--- src/kmc_ram.sv ---
// Generic simple dual-port RAM: one write port, one read port with
// registered read data. No dependencies.
module kmc_ram #(
  parameter int WIDTH = 8,
  parameter int DEPTH = 16,
  localparam int AW = (DEPTH > 1) ? $clog2(DEPTH) : 1
) (
  input  logic             clk,
  input  logic             we,
  input  logic [AW-1:0]    waddr,
  input  logic [WIDTH-1:0] wdata,
  input  logic [AW-1:0]    raddr,
  output logic [WIDTH-1:0] rdata
);

  logic [WIDTH-1:0] mem_r [DEPTH];
  logic [WIDTH-1:0] rdata_r;

  // Read first (old data on a same-address write), read data registered.
  always_ff @(posedge clk) begin
    if (we) begin
      mem_r[waddr] <= wdata;
    end
    rdata_r <= mem_r[raddr];
  end

  assign rdata = rdata_r;

endmodule

--- config.mk ---
export PLATFORM = sky130hd
export DESIGN_NAME = kmc_ram
export DESIGN_NICKNAME = d
export VERILOG_FILES = /design/src/kmc_ram.sv
export SDC_FILE = /design/constraint.sdc
export NUM_CORES = 1
export LEC_CHECK = 0
export ABC_AREA = 1
export BUFFER_PORTS_ARGS = -buffer_cell sky130_fd_sc_hd__buf_4
export CORE_ASPECT_RATIO = 1.25
export CORE_MARGIN = 2
export CORE_UTILIZATION = 61
export DETAILED_ROUTE_END_ITERATION = 6
export GPL_TIMING_DRIVEN = 0
export PLACE_DENSITY = 0.79
export SYNTH_ARGS = -nofsm -noshare
export SYNTH_HDL_FRONTEND = slang
export SYNTH_SLANG_ARGS = --single-unit
--- constraint.sdc ---
create_clock -name clk -period 1.3 [get_ports clk]
set_input_delay 0.13 -clock clk [delete_from_list [all_inputs] [get_ports clk]]
set_output_delay 0.13 -clock clk [all_outputs]
set_load 0.005 [all_outputs]
== Yosys cells after proc, flatten, opt, wreduce, memory -nomap -nowiden ==
Memory sizes are Yosys's and may differ from the RTL's. A register that Yosys moved wholly into a read port is not among the register bits.
Cells that the tools add are included.

* Bits in registers: 0
* Bits in writable memories: 128
* Input bits: 18
* Output and inout bits: 8
* Logic and storage cells: 3
* Memories kept: 1

{| class="wikitable"
|+ Memory list
! name !! depth !! width !! rd ports !! clocked after memory_dff !! write ports !! RTL line !! text
|-
| mem_r || 16 || 8 || 1 || 1 || 1 || 16 || <nowiki>logic [WIDTH-1:0] mem_r [DEPTH];</nowiki>
|}

* Muxes and demuxes: 2

{| class="wikitable"
|+ Operator list
! kind !! count
|-
| 1-bit 2-to-1 mux || 2
|}

== Longest topological paths before layout ==
Gate-level depths: netlist (run 1).

* Word-level depth: 2
* Depth in mapped cells: 8
* Depth with buffers taken out: 7

== Least setup slack after synthesis (run 1) ==
OpenSTA, ideal clock, no wires.

* Path type: input port to flip-flop
* From: in waddr[2]
* To: mem mem_r[10][0] (enable)
* Setup time: 0.370 ns
* Data arrival time: 0.711 ns
* Data required time: 0.930 ns
* Path slack: 0.219 ns
* Stages on the path: 2
* Path buffers: 0
* Cells stage by stage: nand3b_1 nor2_1

{| class="wikitable"
|+ RTL lines
! what !! RTL line !! text
|-
| start: declaration || 10 || <nowiki>input logic [AW-1:0] waddr,</nowiki>
|-
| end: declaration || 16 ||
|}

Straight into the memory's write port.

== Worst setup path in the final report (run 1) ==
* From: in waddr[3]
* To: mem mem_r[4][6] (enable)

Straight into the memory's write port.

==> results by group, run 1 <==
Run status
  • Status: finished clean

Worst setup path
  • CP Class: primary input to flop
  • Data required, critical path: 1350 ps
  • Max FO, Critical Path: 8
  • Critical Path End Type: flop
  • Worst EP arrival: 1220 ps
  • R2R depth: 6
  • Crit Reg-Reg Startpoint: mem_r[0][7]
  • CP Launch Type: primary input
  • Reg-to-reg slack, setup: 230 ps
  • Worst reg2reg path endpoint: rdata[7]

Pwr
  • Power Dens Cells: 1540 nW/um^2
  • Sequential share of power: 48.0%
  • Sw Pwr: 0.00218 W
  • P_leak: 2.91 nW
  • Maximum VDD drop: 1.22 mV
  • Internal: 0.00810 W
  • Switching Fraction: 21.2%
  • Clock Power Share: 45.5%
  • Logic pwr share: 6.5%

Global routing
  • GRT Overall Usage: 28.9%
  • Global-route wire length before repair: 21.7 mm
  • Antenna violations before repair: 0
  • Largest net degree at the start of global routing: 17
  • Total grt overflow: 0
  • Vias in the first global route: 3998

Hold path
  • WHS Path Cells: 1
  • Hold Path Origin: wdata[5]
  • Hold Path Sink: mem_r[14][5]
  • Worst hold path type: primary input to flop

Timing
  • Max-slew violation count: 0
  • Fin. Hold Viols: 0
  • Actual slew at the worst max-slew pin: 937 ps
  • Max Clock Freq: 854 MHz
  • Final Setup Violations: 0
  • Final Skew: 5.72 ps
  • RSZ-0062 raised after global routing: false
  • Final TNS setup: 0 ps
  • Final period util: 90.1%
  • Hold slack final: 51.2 ps
  • Min Tclk post-route: 1170 ps
  • Rel. slew slack: 37.3%

CTS
  • CTS tree: done
  • Num CTS Buffers: 17
  • CTS Hold Buffers Added: 0
  • CTS clk-pin slew, worst paths: 60 ps
  • H-tree Lvls: 4
  • Root Driver: clkbuf_16
  • Post-CTS Resized: 0
  • Worst-Skew Late Latency: 420 ps
  • Post-CTS setup buffers: 0
  • CTS Buffer Depth: 2
  • Clk sinks: 136

Logic synthesis
  • Seq cells post-synth: 136
  • Post-synthesis instance total: 551
  • Multiplexer share of the synthesized area: 0%
  • Mapped cell area: 5770 um^2
  • Top cell type's share of synthesized area: 66.7%
  • Post-synthesis compound-gate area fraction: 0%
  • Yosys warnings: 0
  • Largest area contributor in the netlist: edfxtp_1
  • Avg Inst Size Synth: 10.5 um^2
  • Synth cell types: 12
  • Main combinational cell family by area after synthesis: simple AND/OR/NAND/NOR gates
  • Syn Nets: 569
  • Sequential share of the synthesized area: 69.4%
  • Xor/xnor cell area share of the yosys netlist: 0%
  • Synth Area in Simple Gates: 21.0%
  • Synth Area in Adders: 0%
  • Synth top area cells: edfxtp_1 67%, nand2_1 11%, nand3_1 8.4%

Die
  • Initial core utilization: 62.9%
  • Core Region: 9170 um^2
  • Die height: 113 um
  • Die Width: 91.0 um
  • Row count: 39
  • Die area: 10300 um^2
  • Number of I/O pins: 26

Drt
  • WL per Instance: 18.9 um
  • Vias per cell: 5.62
  • 1st-iter DRT viols: 647
  • Remaining antenna violation count after routing: 0
  • WL final: 13.8 mm
  • Routed via count: 4093
  • Router iterations before antenna repair: 5
  • DRC: 0

Run
  • Maximum capacitance violations: 0

Cells and area
  • Synth-to-Final Area Change: 15.4%
  • Ratio of cells with drive above 1 in the final layout: 12.1%
  • Fill cells: 631
  • Antenna Cells: 0
  • Core Util, Final: 72.6%
  • Nets: 610

Place
  • Post-DP HPWL: 8.63 mm
  • I/O Buffers: 22
  • RD Place Congestion: 0.891
[synthesized netlist by cell type]
master / number
buf_1: 1
buf_2: 13
buf_4: 4
buf_6: 6
dfxtp_1: 8
edfxtp_1: 128
inv_1: 100
inv_2: 2
nand2_1: 173
nand3_1: 97
nand3b_1: 2
nor2_1: 17
[flip-flops by register name (all words and copies together), names as in the netlist]
signal and cells:
mem_r 128, rdata 8
[placed cells by master, fill, tap and decap left out, types with 4 or more instances in the layout]
cell,synthesis,final
nand2_1,173,173
edfxtp_1,128,128
inv_1,100,100
nand3_1,97,97
buf_4,4,26
nor2_1,17,17
clkbuf_16,0,17
buf_2,13,13
dfxtp_1,8,8
buf_6,6,6
clkinv_2,0,5
clkbuf_1,0,4
[metrics by stage]
| stage | total power [W] | instance area [um^2] | std cells | setup WS, ps |
|---|---|---|---|---|
| 2_1_floorplan | 0.00537 | 5770 | 551 | 219 |
| 3_3_place_gp | 0.00563 | 6090 | 696 | -278 |
| 3_5_place_dp | 0.00566 | 6090 | 696 | -302 |
| 4_1_cts | 0.0103 | 6660 | 728 | 136 |
| 5_1_grt | 0.0106 | 6660 | 728 | 65.8 |
| 6_report | 0.0103 | 6660 | 728 | 129 |
[routing by layer]
metal / vias to the layer above / wire (um) / GRT usage, %
met1: 1895 / 5210 / 37.5
li1: 1855 / - / -
met3: 48 / 1400 / 7.26
met2: 295 / 6630 / 46.0
met4: 0 / 510 / 14.4
met5: - / 0 / 0
[final cells by class]
class | instances | area (um^2) | share of cell area [%]
buffer | 24 | 166 | 2.50
clock buffer | 21 | 440 | 6.62
clock inverter | 11 | 130 | 1.95
inverter | 102 | 383 | 5.75
multi-input combinational | 289 | 1210 | 18.2
sequential | 136 | 4000 | 60.2
tap | 123 | 154 | 2.31
timing repair buffer | 22 | 165 | 2.48
[logic make-up after synthesis]
kind of cell | after synthesis
buffers and inverters | 126
AND/OR/NAND/NOR | 289
flip-flops | 136
[power groups by stage]
stage / clock (W) / combinational, W / sequential [W]
2_1_floorplan: 0 / 0.000346 / 0.00502
4_1_cts: 0.00470 / 0.000652 / 0.00493
3_5_place_dp: 0 / 0.000639 / 0.00502
5_1_grt: 0.00491 / 0.000717 / 0.00494
6_report: 0.00468 / 0.000663 / 0.00493
3_3_place_gp: 0 / 0.000617 / 0.00501
[worst max-delay path by stage]
stage	from	endpoint	slack (ps)	cells past startpoint
final	waddr[3]	mem_r[4][6]	130	3
after global routing	waddr[3]	mem_r[7][5]	70	3
after CTS	waddr[3]	mem_r[4][5]	140	3
after detailed placement	waddr[3]	mem_r[4][3]	-300	3
after global placement	waddr[3]	mem_r[6][0]	-280	3
after floorplan	waddr[2]	mem_r[10][0]	220	2
[critical path, stage by stage]
cell      delay [ps]
buf_4            120
nand3b_1         260
nor2_1           700
No activity file was read; power rests on OpenSTA's default activity.
==> run 2: changes to the inputs <==
==> config.mk (replaced) <==
export PLATFORM = sky130hd
export DESIGN_NAME = kmc_ram
export DESIGN_NICKNAME = d
export VERILOG_FILES = /design/src/kmc_ram.sv
export SDC_FILE = /design/constraint.sdc
export NUM_CORES = 1
export LEC_CHECK = 0
export BUFFER_PORTS_ARGS = -buffer_cell sky130_fd_sc_hd__buf_4
export CORE_ASPECT_RATIO = 1.25
export CORE_MARGIN = 2
export CORE_UTILIZATION = 60
export DETAILED_ROUTE_END_ITERATION = 6
export GPL_TIMING_DRIVEN = 0
export PLACE_DENSITY = 0.78
export SYNTH_ARGS = -nofsm -noshare
export SYNTH_HDL_FRONTEND = slang
export SYNTH_SLANG_ARGS = --single-unit
==> run 2 against run 1 <==
  * Sequential cell count unchanged
  * Clock-buffer cell count grew 8
  * Cell count down 46%
  * Sequential share of layout area up 5.6 points
  * Worst hold slack gained 9.0 ps
  * Largest power group unchanged
  * Final area is 8.5% lower
  * Combinational power shrank 17%
  * Largest cell class unchanged
  * Critical path type is now flop to flop
==> results by group, run 2 <==
Logic synthesis
  • Fraction of registers with async set/reset: 0%
  • Synth cell types: 19
  • Main flop type after synthesis: edfxtp_1
  • Sequential share of the synthesized area: 77.8%
  • Avg Inst Size Synth: 22.5 um^2
  • Syn Nets: 247
  • Mapped cell area: 5150 um^2
  • Post-synthesis instance total: 229
  • Yosys warnings: 0
  • Seq cells post-synth: 136
  • Most frequent cell after synthesis: edfxtp_1
  • Synth cell count leaders: 128 x edfxtp_1, 18 x mux4_2, 16 x a22oi_1, 14 x mux4_1, 13 x nor2_1
  • Synth top area cells: edfxtp_1 75%, mux4_2 7.9%, mux4_1 7.1%
  • Largest area contributor in the netlist: edfxtp_1
  • Top cell type's share of synthesized area: 74.7%
  • Number of synthesized flops with an enable pin: 128

Die
  • Die Width: 86.8 um
  • Number of I/O pins: 26
  • Die height: 108 um
  • Core Region: 8290 um^2
  • Initial core utilization: 62.1%
  • Die area: 9340 um^2
  • Row count: 37

Run
  • Maximum capacitance violations: 0

Global routing
  • Total grt overflow: 0
  • Largest net degree at the start of global routing: 17
  • Antenna violations before repair: 0
  • GRT Overall Usage: 24.4%
  • Global-route wire length before repair: 15.2 mm
  • Vias in the first global route: 2505

Pwr
  • Power Dens Cells: 1580 nW/um^2
  • Sequential share of power: 51.1%
  • Switching Fraction: 19.7%
  • Internal: 0.00775 W
  • Clock Power Share: 43.2%
  • Total power: 0.00965 W
  • Logic pwr share: 5.7%
  • P_leak: 2.02 nW
  • Maximum VDD drop: 1.06 mV
  • Sw Pwr: 0.00191 W

Worst setup path
  • Crit path capture: rdata[0]
  • CP Launch Type: flop
  • Critical-path top delay cell: mux4_2
  • Data required, critical path: 1700 ps
  • CP Class: flop to flop
  • Critical Path End Type: flop
  • Reg-to-reg slack, setup: 10 ps
  • CP Launch Point: mem_r[11][0]
  • Critical-path cell list: mux4_2 > a22oi_2 > nand2_1
  • Worst EP arrival: 1690 ps
  • Worst reg2reg path endpoint: rdata[0]
  • R2R depth: 3
  • Max FO, Critical Path: 1
  • Slowest stage delay, CP: 510 ps
  • Crit Reg-Reg Startpoint: mem_r[11][0]

Timing
  • Rel. slew slack: 34.6%
  • Fin. Hold Viols: 0
  • RSZ-0062 raised after global routing: true
  • Max Clock Freq: 777 MHz
  • Final Setup Violations: 0
  • Min Tclk post-route: 1290 ps
  • Final period util: 99.0%
  • Actual slew at the worst max-slew pin: 977 ps
  • Final Skew: 7.03 ps
  • Final TNS setup: 0 ps
  • Max-slew violation count: 0

Cells and area
  • Ratio of cells with drive above 1 in the final layout: 35.5%
  • Post-Layout Cell Count: 390
  • Antenna Cells: 0
  • Area of the multi-input gates: 1090 um^2
  • Fill cells: 462
  • Core Util, Final: 73.5%
  • Max reg flops: 128
  • Most common cell after layout, fill and taps aside: edfxtp_1
  • Top reg by flops: mem_r
  • Synth-to-Final Area Change: 18.3%
  • Reg area: 4000 um^2
  • Most frequent cells in the layout: 128 x edfxtp_1, 28 x mux4_2, 25 x buf_4
  • Nets: 298

Drt
  • DRC: 0
  • WL per Instance: 25.8 um
  • WL final: 10.1 mm
  • Router iterations before antenna repair: 7
  • Remaining antenna violation count after routing: 0
  • Routed via count: 2526
  • Vias per cell: 6.48
  • 1st-iter DRT viols: 244

Place
  • Post-DP HPWL: 5.99 mm
  • I/O Buffers: 24
  • Post-Place Cells: 350
  • RD Place Congestion: 0.797

Hold path
  • Worst hold path type: primary input to flop

CTS
  • H-tree Lvls: 4
  • Clk sinks: 136
  • CTS tree: done
  • CTS clk-pin slew, worst paths: 60 ps
  • Worst-Skew Late Latency: 520 ps
  • Root Driver: clkbuf_8
  • Post-CTS setup buffers: 0
  • CTS Buffer Depth: 2
  • Num CTS Buffers: 17

Run status
  • Status: finished clean
[run 2: cell types whose count changed in the layout (fill, tap and decap cells not counted), moves of 10 or more]
cell / delta
nand2_1: -164
inv_1: -100
nand3_1: -96
mux4_2: +28
a22oi_2: +10
buf_2: -10
[run 2: cell families after synthesis]
group / Yosys count / share of synthesized area (%)
AOI/OAI and AO/OA: 16 / 2.33
DFF: 136 / 77.8
muxes: 32 / 15.0
buffers and inverters: 10 / 1.68
and+or+nand+nor: 35 / 3.18
[run 2: timing repair]
action | 4_1_cts | 5_1_grt
hold endpoints to repair | 128 | 0
endpoints found under the setup margin | 7 | 26
resized for setup | 14 | 9
gates cloned | 0 | 0
pin swaps | 4 | 8
hold buffers | 8 | 0
[run 2: metrics by stage]
step                instance area (um^2)  hold slack [ps]  setup slack [ps]
global placement                    5460              439              -491
global route                        6090             57.3             -46.1
finish                              6090             60.2              13.4
floorplan                           5160              229             -96.1
CTS                                 6080             37.7              5.04
detailed placement                  5460              458              -518
[run 2: cell type report]
type | count | share of cell area [%]
clock buffers | 29 | 8.36
repair buffers | 32 | 4.27
plain buffers | 10 | 1.42
well taps | 97 | 1.99
multi-input cells | 83 | 18.0
clock inverters | 3 | 0.247
flip-flops and latches | 136 | 65.7
[run 2: worst min-delay path by stage]
stage	end	slack [ps]	start	depth (start not counted)
final	mem_r[0][7]	60	waddr[1]	2
after global routing	mem_r[4][0]	60	waddr[1]	2
after CTS	mem_r[0][7]	40	waddr[1]	2
after detailed placement	mem_r[15][6]	460	wdata[6]	1
after global placement	mem_r[6][5]	440	wdata[5]	1
after floorplan	mem_r[0][0]	230	wdata[0]	0
[run 2: worst max-delay path: cells and delay by family, from the launching register on]
family,cells,cell delay [ps]
multiplexers,1,510
AND/OR/NAND/NOR,1,90
flip-flops,1,360
AO/OA/AOI/OAI,1,210
[run 2: metal layers]
layer	share of wire, %	track usage [%]	routed length (um)	vias to the layer above
met4	3.1	11.0	314	0
met5	0	0	0	-
met1	37	31.4	3700	1270
met3	8.0	7.44	808	30
met2	52	38.5	5250	159
li1	-	-	-	1067
[run 2: power groups by stage]
stage | logic [W] | clock network [W] | registers (W)
after floorplan | 0.000250 | 0 | 0.00502
after global placement | 0.000482 | 0 | 0.00501
after detailed placement | 0.000494 | 0 | 0.00502
after CTS | 0.000537 | 0.00419 | 0.00493
after global routing | 0.000581 | 0.00440 | 0.00494
final | 0.000548 | 0.00417 | 0.00493
==> run 3: changes to the inputs <==
--- a/config.mk
+++ b/config.mk
@@ -6,7 +6,6 @@
 export NUM_CORES = 1
 export LEC_CHECK = 0
 export BUFFER_PORTS_ARGS = -buffer_cell sky130_fd_sc_hd__buf_4
-export CORE_ASPECT_RATIO = 1.25
 export CORE_MARGIN = 2
 export CORE_UTILIZATION = 60
 export DETAILED_ROUTE_END_ITERATION = 6
==> run 3 against run 2 <==
  * Clock power rose by 7.7%
  * Utilization increased by 1.0 points
  * Die area is essentially flat
  * Combinational power is 1% lower
  * Register-to-register slack about the same
  * Critical path type unchanged
  * Critical endpoint is now rdata[4]
==> results by group, run 3 (same netlist as run 2, synthesis figures left out) <==
Cells and area
  • Most common cell after layout, fill and taps aside: edfxtp_1
  • Antenna Cells: 0
  • Synth-to-Final Area Change: 19.5%
  • Reg area: 4000 um^2
  • Ratio of cells with drive above 1 in the final layout: 37.9%
  • Nets: 298
  • Top reg by flops: mem_r
  • Most frequent cells in the layout: 128 x edfxtp_1, 28 x mux4_2, 25 x buf_4
  • Core Util, Final: 74.5%
  • Max reg flops: 128
  • Post-Layout Cell Count: 398
  • Area of the multi-input gates: 1110 um^2
  • Post-Layout Inst Area: 6150 um^2
  • Fill cells: 468

Timing
  • Min Tclk post-route: 1270 ps
  • Max Clock Freq: 786 MHz
  • Fin. Hold Viols: 0
  • Final period util: 97.8%
  • Actual slew at the worst max-slew pin: 822 ps
  • Hold slack final: 46.4 ps
  • RSZ-0062 raised after global routing: true
  • Final Skew: 9.05 ps
  • Final Setup Violations: 0
  • Rel. slew slack: 45.0%
  • Max-slew violation count: 0

Worst setup path
  • Worst EP arrival: 1670 ps
  • Data required, critical path: 1690 ps
  • CP Launch Point: mem_r[10][4]
  • CP Class: flop to flop
  • CP top delay family: multiplexers
  • Slowest stage delay, CP: 480 ps
  • Critical Path End Type: flop
  • Crit Reg-Reg Startpoint: mem_r[10][4]
  • WP buf/inv: 0
  • CP Launch Type: flop
  • Critical-path top delay cell: mux4_2
  • Critical-path cell list: mux4_2 > a22oi_2 > nand2_1
  • Max FO, Critical Path: 1

CTS
  • H-tree Lvls: 4
  • CTS Buffer Depth: 2
  • Num CTS Buffers: 17
  • CTS clk-pin slew, worst paths: 60 ps
  • Worst-Skew Late Latency: 520 ps
  • Root Driver: clkbuf_8
  • CTS tree: done
  • Clk sinks: 136

Drt
  • Routed via count: 2426
  • 1st-iter DRT viols: 289
  • Vias per cell: 6.10
  • WL final: 9.44 mm
  • Remaining antenna violation count after routing: 0
  • Router iterations before antenna repair: 4
  • WL per Instance: 23.7 um
  • DRC: 0

Die
  • Core Region: 8260 um^2
  • Initial core utilization: 62.3%
  • Die Width: 96.6 um
  • Number of I/O pins: 26
  • Die area: 9340 um^2
  • Row count: 33
  • Die height: 96.6 um

Hold path
  • Worst hold path type: primary input to flop
  • Hold Path Origin: raddr[1]

Place
  • Post-DP HPWL: 5.69 mm
  • RD Place Congestion: 0.706
  • I/O Buffers: 24
  • Post-DP Area: 5470 um^2
  • Post-Place Cells: 358

Global routing
  • Vias in the first global route: 2446
  • GRT met3 Usage: 5.64%
  • Met2 usage in global routing: 31.8%
  • Global-route wire length before repair: 14.4 mm
  • Total grt overflow: 0
  • Met1 Use GR: 32.0%
  • GRT Overall Usage: 21.6%
  • GRT busiest layer: met1
  • Antenna violations before repair: 0
  • Largest net degree at the start of global routing: 17

Run status
  • Status: finished clean

Pwr
  • Power Dens Cells: 1620 nW/um^2
  • Maximum VDD drop: 0.951 mV
  • P_leak: 2.02 nW

Run
  • Maximum capacitance violations: 0
[run 3: cell count changes in the layout (fill, tap and decap cells not counted), sizes merged]
cell	change
clkbuf	-8
clkinvlp	+5
bufinv	+2
clkinv	+1
[run 3: final timing paths]
| check | to | cells past startpoint | slack [ps] |
|---|---|---|---|
| worst max-delay path | rdata[4] | 3 | 30 |
| worst min-delay path | rdata[0] | 4 | 50 |
| worst max register to register | rdata[4] | 3 | 30 |
| worst min register to register | rdata[2] | 3 | 690 |
[run 3: per-stage QoR]
step / power (W) / setup TNS (ps) / worst slack, ps
after global routing: 0.0102 / -9.11 / -7.76
after global placement: 0.00549 / -36330 / -496
final: 0.00996 / 0 / 28.0
after CTS: 0.00998 / -5.01 / -5.01
after floorplan: 0.00527 / -2940 / -96.1
after detailed placement: 0.00550 / -37380 / -525
[run 3: cell type report]
cell class / count / share of cell area (%)
buffer: 10 / 1.40
timing repair buffer: 32 / 4.23
tap: 105 / 2.14
clock inverter: 11 / 2.03
multi-input combinational: 83 / 18.0
sequential: 136 / 65.1
clock buffer: 21 / 7.14
[run 3: report_power, final]
group / switching, W / internal (W)
clock network: 0.00172 / 0.00277
registers: 0.0000258 / 0.00490
logic: 0.000286 / 0.000255
total: 0.00203 / 0.00793
[run 3: what timing repair did]
| item | CTS | global route |
|---|---|---|
| setup endpoints to repair | 7 | 38 |
| pin swaps | 4 | 11 |
| hold endpoints to repair | 128 | 0 |
| hold buffers | 8 | 0 |
| setup buffers | 0 | 0 |
| gates resized for setup | 8 | 18 |
[run 3: worst register-to-register path, delay by kind of cell, from the launching register on]
kind / cells / cell delay, ps
flops: 1 / 360
mux: 1 / 480
compound gates: 1 / 230
simple gates: 1 / 90
[run 3: metal layers]
layer / up-vias / wire length [um] / part of all wire, %
li1: 1067 / - / -
met1: 1219 / 3980 / 42
met2: 129 / 4590 / 49
met3: 11 / 740 / 7.8
met4: 0 / 135 / 1.4
met5: - / 0 / 0
